===== src/hw/rtl/itad_pkg.sv =====
package itad_pkg;

    typedef enum logic [1:0] {
        FMT_SDEC = 2'd0,
        FMT_UDEC = 2'd1,
        FMT_LHEX = 2'd2,
        FMT_UHEX = 2'd3
    } t_fmt;

    typedef struct packed {
        logic is_dec;
        logic upper;
    } t_flags;

    typedef enum logic [1:0] {
        ST_IDLE,
        ST_CONV,
        ST_EMIT
    } t_back_state;

    localparam logic [7:0] CHAR_ZERO    = 8'h30;
    localparam logic [7:0] CHAR_LOWER_A = 8'h61;
    localparam logic [7:0] CHAR_UPPER_A = 8'h41;
    localparam logic [3:0] DIGIT_TEN    = 4'd10;
    localparam logic [3:0] BCD_ADJ_MIN  = 4'd5;
    localparam logic [3:0] BCD_ADJ_ADD  = 4'd3;

    function automatic logic [7:0] digit_char(input logic [3:0] d, input logic upper);
        logic [7:0] base;
        if (d < DIGIT_TEN) begin
            return CHAR_ZERO + {4'd0, d};
        end
        base = upper ? CHAR_UPPER_A : CHAR_LOWER_A;
        return base + {4'd0, d} - {4'd0, DIGIT_TEN};
    endfunction

endpackage


===== src/hw/rtl/integer_to_ascii_digits.sv =====
// Channel   Dir  tdata (low bit up)                 tuser      tlast
// s_axis    in   value [VALUE_WIDTH-1:0], zero pad  format     -
// m_axis    out  character [7:0]                    -          last digit
//
// Decimal: the back end takes the item from the queue, runs 4-bit-per-cycle double
// dabble, then emits the digits most significant first (10 digits max at 32 bits).
// Hex: the back end takes the item, then emits the digits. Pop, conversion and
// emission run in series in the back end, which sets the rate.
// A 2-entry queue decouples the input side; stalls on m_axis hold the output register.
// Reset is synchronous, active low, and empties the queue and the output register.
module integer_to_ascii_digits #(
    parameter int VALUE_WIDTH = 32
) (
    input  logic                                  i_clk,
    input  logic                                  i_rst_n,
    input  logic                                  i_s_axis_tvalid,
    output logic                                  o_s_axis_tready,
    input  logic [((VALUE_WIDTH + 7) / 8) * 8-1:0] i_s_axis_tdata,  // value, pad
    input  logic [1:0]                            i_s_axis_tuser,  // format
    output logic                                  o_m_axis_tvalid,
    input  logic                                  i_m_axis_tready,
    output logic [7:0]                            o_m_axis_tdata,  // character
    output logic                                  o_m_axis_tlast
);

    localparam int DATA_W  = ((VALUE_WIDTH + 7) / 8) * 8;
    localparam int ENTRY_W = VALUE_WIDTH + $bits(itad_pkg::t_flags);

    logic               push;
    logic               q_full;
    logic [ENTRY_W-1:0] entry;
    logic               q_valid;
    logic               q_pop;
    logic [ENTRY_W-1:0] q_data;

    itad_front #(
        .VALUE_WIDTH(VALUE_WIDTH),
        .DATA_W     (DATA_W)
    ) u_front (
        .i_s_axis_tvalid(i_s_axis_tvalid),
        .o_s_axis_tready(o_s_axis_tready),
        .i_s_axis_tdata (i_s_axis_tdata),
        .i_s_axis_tuser (i_s_axis_tuser),
        .i_q_full       (q_full),
        .o_push         (push),
        .o_entry        (entry)
    );

    itad_queue #(
        .WIDTH(ENTRY_W)
    ) u_queue (
        .i_clk  (i_clk),
        .i_rst_n(i_rst_n),
        .i_push (push),
        .i_data (entry),
        .o_full (q_full),
        .i_pop  (q_pop),
        .o_valid(q_valid),
        .o_data (q_data)
    );

    itad_back #(
        .VALUE_WIDTH(VALUE_WIDTH)
    ) u_back (
        .i_clk          (i_clk),
        .i_rst_n        (i_rst_n),
        .i_q_valid      (q_valid),
        .i_q_data       (q_data),
        .o_q_pop        (q_pop),
        .o_m_axis_tvalid(o_m_axis_tvalid),
        .i_m_axis_tready(i_m_axis_tready),
        .o_m_axis_tdata (o_m_axis_tdata),
        .o_m_axis_tlast (o_m_axis_tlast)
    );

endmodule


===== src/hw/rtl/itad_front.sv =====
module itad_front #(
    parameter int VALUE_WIDTH = 32,
    parameter int DATA_W      = 32
) (
    input  logic                                       i_s_axis_tvalid,
    output logic                                       o_s_axis_tready,
    input  logic [DATA_W-1:0]                          i_s_axis_tdata,
    input  logic [1:0]                                 i_s_axis_tuser,
    input  logic                                       i_q_full,
    output logic                                       o_push,
    output logic [VALUE_WIDTH+$bits(itad_pkg::t_flags)-1:0] o_entry
);

    logic [VALUE_WIDTH-1:0] value;
    logic [VALUE_WIDTH-1:0] mag;
    itad_pkg::t_fmt         fmt;
    itad_pkg::t_flags       flags;

    assign value = i_s_axis_tdata[VALUE_WIDTH-1:0];
    assign fmt   = itad_pkg::t_fmt'(i_s_axis_tuser);

    always_comb begin
        mag = value;
        // signed decimal prints the magnitude; most negative value wraps to itself
        if (fmt == itad_pkg::FMT_SDEC && value[VALUE_WIDTH-1]) begin
            mag = ~value + VALUE_WIDTH'(1);
        end
        flags.is_dec = (fmt == itad_pkg::FMT_SDEC) || (fmt == itad_pkg::FMT_UDEC);
        flags.upper  = (fmt == itad_pkg::FMT_UHEX);
    end

    assign o_s_axis_tready = !i_q_full;
    assign o_push          = i_s_axis_tvalid && !i_q_full;
    assign o_entry         = {flags, mag};

endmodule


===== src/hw/rtl/itad_queue.sv =====
module itad_queue #(
    parameter int WIDTH = 34
) (
    input  logic             i_clk,
    input  logic             i_rst_n,
    input  logic             i_push,
    input  logic [WIDTH-1:0] i_data,
    output logic             o_full,
    input  logic             i_pop,
    output logic             o_valid,
    output logic [WIDTH-1:0] o_data
);

    localparam int DEPTH = 2;

    logic [WIDTH-1:0] r_mem [DEPTH];
    logic             r_wr_ptr;
    logic             r_rd_ptr;
    logic [1:0]       r_count;
    logic             do_push;
    logic             do_pop;

    assign o_full  = (r_count == 2'(DEPTH));
    assign o_valid = (r_count != 2'd0);
    assign o_data  = r_mem[r_rd_ptr];
    assign do_push = i_push && !o_full;
    assign do_pop  = i_pop && o_valid;

    always_ff @(posedge i_clk) begin
        if (!i_rst_n) begin
            r_wr_ptr <= 1'b0;
            r_rd_ptr <= 1'b0;
            r_count  <= 2'd0;
        end else begin
            if (do_push) begin
                r_wr_ptr <= !r_wr_ptr;
            end
            if (do_pop) begin
                r_rd_ptr <= !r_rd_ptr;
            end
            if (do_push && !do_pop) begin
                r_count <= r_count + 2'd1;
            end else if (do_pop && !do_push) begin
                r_count <= r_count - 2'd1;
            end
        end
    end

    always_ff @(posedge i_clk) begin
        if (do_push) begin
            r_mem[r_wr_ptr] <= i_data;
        end
    end

endmodule


===== src/hw/rtl/itad_back.sv =====
module itad_back #(
    parameter int VALUE_WIDTH = 32
) (
    input  logic                                       i_clk,
    input  logic                                       i_rst_n,
    input  logic                                       i_q_valid,
    input  logic [VALUE_WIDTH+$bits(itad_pkg::t_flags)-1:0] i_q_data,
    output logic                                       o_q_pop,
    output logic                                       o_m_axis_tvalid,
    input  logic                                       i_m_axis_tready,
    output logic [7:0]                                 o_m_axis_tdata,
    output logic                                       o_m_axis_tlast
);

    localparam int NDIG  = (VALUE_WIDTH * 30103) / 100000 + 1;
    localparam int STEPS = (VALUE_WIDTH + 3) / 4;
    localparam int PADW  = STEPS * 4;
    localparam int BW    = NDIG * 4;
    localparam int IDXW  = $clog2(NDIG);
    localparam int CNTW  = $clog2(STEPS + 1);

    itad_pkg::t_flags       q_flags;
    logic [VALUE_WIDTH-1:0] q_mag;

    itad_pkg::t_back_state r_state, n_state;
    logic [PADW-1:0]       r_bits, n_bits;
    logic [BW-1:0]         r_bcd, n_bcd;
    logic [CNTW-1:0]       r_cnt, n_cnt;
    logic [IDXW-1:0]       r_idx, n_idx;
    logic                  r_first, n_first;
    logic                  r_upper, n_upper;
    logic                  r_out_valid, n_out_valid;
    logic [7:0]            r_out_char, n_out_char;
    logic                  r_out_last, n_out_last;

    logic [BW-1:0]   dd_next;
    logic [IDXW-1:0] lead;
    logic [IDXW-1:0] idx_cur;
    logic [3:0]      digit_cur;
    logic            out_free;

    assign {q_flags, q_mag} = i_q_data;
    assign out_free = !r_out_valid || i_m_axis_tready;

    // four double-dabble steps per cycle: adjust each BCD digit, then shift one bit in
    always_comb begin
        logic [BW-1:0] tmp;
        tmp = r_bcd;
        for (int b = 0; b < 4; b++) begin
            for (int d = 0; d < NDIG; d++) begin
                if (tmp[d*4 +: 4] >= itad_pkg::BCD_ADJ_MIN) begin
                    tmp[d*4 +: 4] = tmp[d*4 +: 4] + itad_pkg::BCD_ADJ_ADD;
                end
            end
            tmp = {tmp[BW-2:0], r_bits[PADW-1-b]};
        end
        dd_next = tmp;
    end

    // highest nonzero digit; zero value leaves digit 0
    always_comb begin
        lead = '0;
        for (int i = 0; i < NDIG; i++) begin
            if (r_bcd[i*4 +: 4] != 4'd0) begin
                lead = IDXW'(i);
            end
        end
    end

    assign idx_cur   = r_first ? lead : r_idx;
    assign digit_cur = r_bcd[idx_cur*4 +: 4];

    always_comb begin
        n_state     = r_state;
        n_bits      = r_bits;
        n_bcd       = r_bcd;
        n_cnt       = r_cnt;
        n_idx       = r_idx;
        n_first     = r_first;
        n_upper     = r_upper;
        n_out_valid = r_out_valid;
        n_out_char  = r_out_char;
        n_out_last  = r_out_last;
        o_q_pop     = 1'b0;

        if (r_out_valid && i_m_axis_tready) begin
            n_out_valid = 1'b0;
        end

        case (r_state)
            itad_pkg::ST_IDLE: begin
                if (i_q_valid) begin
                    o_q_pop = 1'b1;
                    n_upper = q_flags.upper;
                    if (q_flags.is_dec) begin
                        n_bits  = PADW'(q_mag);
                        n_bcd   = '0;
                        n_cnt   = CNTW'(STEPS);
                        n_state = itad_pkg::ST_CONV;
                    end else begin
                        // hex digits are the nibbles themselves
                        n_bcd   = BW'(q_mag);
                        n_first = 1'b1;
                        n_state = itad_pkg::ST_EMIT;
                    end
                end
            end
            itad_pkg::ST_CONV: begin
                n_bits = r_bits << 4;
                n_bcd  = dd_next;
                n_cnt  = r_cnt - CNTW'(1);
                if (r_cnt == CNTW'(1)) begin
                    n_first = 1'b1;
                    n_state = itad_pkg::ST_EMIT;
                end
            end
            itad_pkg::ST_EMIT: begin
                if (out_free) begin
                    n_out_valid = 1'b1;
                    n_out_char  = itad_pkg::digit_char(digit_cur, r_upper);
                    n_out_last  = (idx_cur == '0);
                    n_idx       = idx_cur - IDXW'(1);
                    n_first     = 1'b0;
                    if (idx_cur == '0) begin
                        n_state = itad_pkg::ST_IDLE;
                    end
                end
            end
            default: begin
                n_state = itad_pkg::ST_IDLE;
            end
        endcase
    end

    always_ff @(posedge i_clk) begin
        if (!i_rst_n) begin
            r_state     <= itad_pkg::ST_IDLE;
            r_out_valid <= 1'b0;
        end else begin
            r_state     <= n_state;
            r_out_valid <= n_out_valid;
        end
    end

    always_ff @(posedge i_clk) begin
        r_bits     <= n_bits;
        r_bcd      <= n_bcd;
        r_cnt      <= n_cnt;
        r_idx      <= n_idx;
        r_first    <= n_first;
        r_upper    <= n_upper;
        r_out_char <= n_out_char;
        r_out_last <= n_out_last;
    end

    assign o_m_axis_tvalid = r_out_valid;
    assign o_m_axis_tdata  = r_out_char;
    assign o_m_axis_tlast  = r_out_last;

endmodule


===== config.mk =====
export PLATFORM = sky130hd
export DESIGN_NAME = integer_to_ascii_digits
export DESIGN_NICKNAME = d
export VERILOG_FILES = /design/src/hw/rtl/itad_pkg.sv /design/src/hw/rtl/integer_to_ascii_digits.sv /design/src/hw/rtl/itad_front.sv /design/src/hw/rtl/itad_queue.sv /design/src/hw/rtl/itad_back.sv
export SDC_FILE = /design/constraint.sdc
export NUM_CORES = 1
export LEC_CHECK = 0
export ABC_AREA = 1
export BUFFER_PORTS_ARGS = -buffer_cell sky130_fd_sc_hd__buf_4
export CORE_MARGIN = 2
export CORE_UTILIZATION = 63
export CTS_CLUSTER_DIAMETER = 200
export DETAILED_ROUTE_END_ITERATION = 10
export PLACE_DENSITY_LB_ADDON = 0.25
export SETUP_SLACK_MARGIN = 0.02
export SLEW_MARGIN = 20
export SYNTH_ARGS = -nofsm -noshare
export SYNTH_HDL_FRONTEND = slang
export SYNTH_SLANG_ARGS = --single-unit
export TNS_END_PERCENT = 10

===== constraint.sdc =====
create_clock -name i_clk -period 4.2 [get_ports i_clk]
set_input_delay 0.21 -clock i_clk [delete_from_list [all_inputs] [get_ports i_clk]]
set_output_delay 0.21 -clock i_clk [all_outputs]
set_load 0.005 [all_outputs]

==> flow_metrics.tcl <==
set metrics [dict create \
    hold_path.startpoint "i_rst_n" \
    layout.cells.most_common "sky130_fd_sc_hd__nand2_1" \
    cp-start-kind "flop" \
    worst_path_clk_slew_ns 0.07 \
    fp_rows 50 \
    unrepaired_setup_endpoints_after_global_routing "no" \
    worst_r2r_startpoint "u_back.r_bcd[36]" \
    initial_util_pct 64.19 \
    synth_top_area_cell "sky130_fd_sc_hd__edfxtp_1" \
    post_route_cells_drive_above_1_share_pct 16.80 \
    outcome "complete, no violations" \
    detail_route.drc_violations 0 \
    final_min_period_ns 3.866 \
    core_region_area_sq_um 18710 \
    timing.final.hold_violations 0 \
    mappedNetlistNets 1631 \
    slew_headroom_pct 54.34 \
    vias 10230 \
    grt_antenna_before_repair 1 \
    finish.net_count 1681 \
    final_max_slew_viol_count 0 \
    netlist.area_leader.share_pct 39.51 \
    die_w_microns 142.1 \
    setup_viol 0 \
    number_of_cells_traversed_by_the_worst_hold_path 2 \
    met2RoutedLength_mm 12.87 \
    synth.distinct_cells 51 \
    worst_clock_skew_ns 0.01063 \
    total_grt_usage_pct 26.33 \
    worstSkewPairLatency_ns 0.43 \
    mean_cell_area_of_the_mapped_netlist_sq_um 7.807 \
    numCtsBuffers 17 \
    wl_met1_mm 11.46 \
    postSynth.asyncResetShare_pct 0 \
    drt_pre_antenna_iters 5 \
    min_to "u_back.o_m_axis_tvalid" \
    numClockSinks 166 \
    vias_in_the_first_global_route 9644 \
    required_ns 4.39 \
    post_dp_cell_area_sq_um 12640 \
    fillCellCount 1446 \
    overall_die_height_microns 142.1 \
    fp.dieArea_sq_um 20180 \
    ys_seq_area_share_pct 40.85 \
    netlist_area_sq_um 12010 \
    setup.worst_path.end_class "flop" \
    grt_start_max_net_pins 50 \
    finalCritPeriodShare_pct 92.06 \
    synth_seq_cells 166 \
    cts-root-buf "sky130_fd_sc_hd__clkbuf_16" \
    synthesis.instances 1538 \
    maxClockFrequency_ghz 0.2586 \
    final_antenna_net_count 0 \
    cts.htree.levels 4 \
    global_route_wire_length_before_repair_mm 42.99 \
    ff2ff_setup_slack_ns 0.33 \
    gp_routability_congestion 0.9198 \
    edff_count_synth 158 \
    placement.io_buffers 47 \
    synth_area_leaders "sky130_fd_sc_hd__edfxtp_1, sky130_fd_sc_hd__nand2_1, sky130_fd_sc_hd__ha_1" \
    worst-path-max-fanout 4 \
    dp.final_hpwl_mm 19.28 \
    finalSetupTns_ns 0 \
    cts_tree "yes" \
    max_slew.worst_pin.slew_ns 0.6841 \
    worst_reg2reg_path_length_in_cells 23 \
    grt.overflow.total 0 \
    routed_wirelength_mm 26.07 \
    critical_path_arrival_ns 4.05 \
    rr_endpoint "u_back.r_bcd[37]" \
    flow.area_growth_from_synthesis_pct 10.89 \
    dominantRegCellSynth "sky130_fd_sc_hd__edfxtp_1" \
    clockBufferDepth 2 \
    holdCritPathClass "in -> reg" \
    yosys_warnings 0 \
    antennaDiodeCount 0 \
    initialDrtViolationCount 766 \
    routed_wire_length_per_instance_microns 14.21 \
    crit_type "reg -> reg" \
    mostFrequentLayoutCells "sky130_fd_sc_hd__nand2_1, sky130_fd_sc_hd__inv_1, sky130_fd_sc_hd__edfxtp_1" \
    uppermost_layer_routed "met5" \
    ios 49 \
    design_area_sq_um 13320 \
    met3_length_mm 1.244 \
    post_drt_via_cell_ratio 5.572 \
    max_cap_violations 0 \
    finalHoldWorstSlack_ns 0.02227 \
]
==> flip-flops by register name (all words and copies together) (netlist names), named ones only <==
signal / flops
u_back.o_m_axis_tdata: 7
u_back.o_m_axis_tlast: 1
u_back.o_m_axis_tvalid: 1
u_back.r_bcd: 40
u_back.r_bits: 32
u_back.r_cnt: 4
u_back.r_first: 1
u_back.r_idx: 4
u_back.r_state: 2
u_back.r_upper: 1
u_queue.r_count: 2
u_queue.r_mem: 68
u_queue.r_rd_ptr: 1
u_queue.r_wr_ptr: 1
==> layout make-up <==
type	count	area, sq um	area share (%)
Multi-Input combinational cell	1139	6254	46.96
Clock buffer	17	425.4	3.195
Timing Repair Buffer	60	465.4	3.496
Clock inverter	15	207.7	1.560
Inverter	204	765.7	5.751
Sequential cell	166	4905	36.84
Tap cell	234	292.8	2.199
==> synth_stat cells, types with 2 or more instances <==
master and count:
sky130_fd_sc_hd__and2_1 5, sky130_fd_sc_hd__a21oi_1 33, sky130_fd_sc_hd__nand2_1 468, sky130_fd_sc_hd__inv_1 182, sky130_fd_sc_hd__xor2_1 23, sky130_fd_sc_hd__nand3_1 124
sky130_fd_sc_hd__nand3_2 33, sky130_fd_sc_hd__a21o_1 4, sky130_fd_sc_hd__nor2_1 93, sky130_fd_sc_hd__clkbuf_1 17, sky130_fd_sc_hd__o21bai_1 8, sky130_fd_sc_hd__o21a_1 2
sky130_fd_sc_hd__buf_1 3, sky130_fd_sc_hd__o21ai_1 17, sky130_fd_sc_hd__edfxtp_1 158, sky130_fd_sc_hd__o21ai_2 9, sky130_fd_sc_hd__or2_2 5, sky130_fd_sc_hd__a31o_2 2
sky130_fd_sc_hd__nand2_2 68, sky130_fd_sc_hd__dfxtp_1 8, sky130_fd_sc_hd__nor4_1 3, sky130_fd_sc_hd__and2_4 3, sky130_fd_sc_hd__o211ai_1 5, sky130_fd_sc_hd__nand3b_1 6
sky130_fd_sc_hd__xnor2_1 16, sky130_fd_sc_hd__o22ai_1 11, sky130_fd_sc_hd__buf_2 6, sky130_fd_sc_hd__buf_4 2, sky130_fd_sc_hd__ha_1 55, sky130_fd_sc_hd__o21ai_0 62
sky130_fd_sc_hd__nand2_4 13, sky130_fd_sc_hd__nand4_1 41, sky130_fd_sc_hd__nor3_1 14, sky130_fd_sc_hd__o21ai_4 2, sky130_fd_sc_hd__inv_2 21
==> stage by stage <==
| step | util, % | setup WS, ns | cells |
|---|---|---|---|
| 2_1_floorplan | - | 0.6373 | 1538 |
| 3_3_place_gp | 67.45 | 0.3719 | 1800 |
| 3_5_place_dp | 67.56 | 0.1405 | 1801 |
| 4_1_cts | 71.00 | 0.1231 | 1834 |
| 5_1_grt | 71.18 | 0.04157 | 1835 |
| 6_report | 71.18 | 0.3335 | 1835 |
==> cells by family after synthesis <==
family | Yosys count | share of synthesized area [%]
AO/OA/AOI/OAI | 163 | 8.211
XOR/XNOR | 41 | 3.209
adder cells (fa/ha/maj) | 55 | 5.731
buffers and inverters | 233 | 7.471
flip-flops | 166 | 40.85
other | 1 | 0.03123
AND/OR/NAND/NOR | 879 | 34.50
==> critical path, stage by stage (launching register included) <==
cell,delay [ns]
sky130_fd_sc_hd__edfxtp_1,0.42
sky130_fd_sc_hd__inv_2,0.12
sky130_fd_sc_hd__ha_1,0.15
sky130_fd_sc_hd__inv_1,0.06
sky130_fd_sc_hd__o21ai_1,0.11
sky130_fd_sc_hd__nand2_1,0.13
sky130_fd_sc_hd__xor2_2,0.21
sky130_fd_sc_hd__ha_1,0.19
sky130_fd_sc_hd__inv_1,0.05
sky130_fd_sc_hd__o21ai_0,0.14
sky130_fd_sc_hd__nand2_1,0.13
sky130_fd_sc_hd__xor2_2,0.20
sky130_fd_sc_hd__ha_1,0.21
sky130_fd_sc_hd__inv_1,0.05
sky130_fd_sc_hd__o21ai_1,0.15
sky130_fd_sc_hd__nand2_1,0.12
sky130_fd_sc_hd__xor2_2,0.25
sky130_fd_sc_hd__ha_1,0.21
sky130_fd_sc_hd__inv_1,0.06
sky130_fd_sc_hd__or2_2,0.27
sky130_fd_sc_hd__nand3_1,0.08
sky130_fd_sc_hd__nand2_1,0.10
sky130_fd_sc_hd__o21ai_1,0.13
sky130_fd_sc_hd__a21oi_1,0.05
==> worst max path at each step <==
stage	startpoint	endpoint	slack (ns)
global placement	u_back.r_bcd[36]	u_back.r_bcd[37]	0.37
floorplan	u_back.r_bcd[36]	u_back.r_bcd[37]	0.64
global route	u_back.r_bcd[32]	u_back.r_bcd[38]	0.04
detailed placement	u_back.r_bcd[36]	u_back.r_bcd[37]	0.14
CTS	u_back.r_bcd[36]	u_back.r_bcd[37]	0.12
finish	u_back.r_bcd[36]	u_back.r_bcd[37]	0.33
==> timing repair <==
action | 4_1_cts | 5_1_grt
endpoints found under the hold margin | 2 | 0
endpoints found under the setup margin | 0 | 3
setup buffers | 0 | 1
hold buffers | 1 | 0
resized for setup | 0 | 9
==> layer usage <==
| metal | vias up | GRT usage [%] |
|---|---|---|
| met3 | 43 | 4.711 |
| met2 | 264 | 46.05 |
| met5 | - | 0 |
| met4 | 2 | 7.000 |
| met1 | 4737 | 33.83 |
| li1 | 5179 | - |
Power is left out: the tool's default activity adds up to more than one toggle a clock period on the data nets, which glitch-free logic cannot reach.
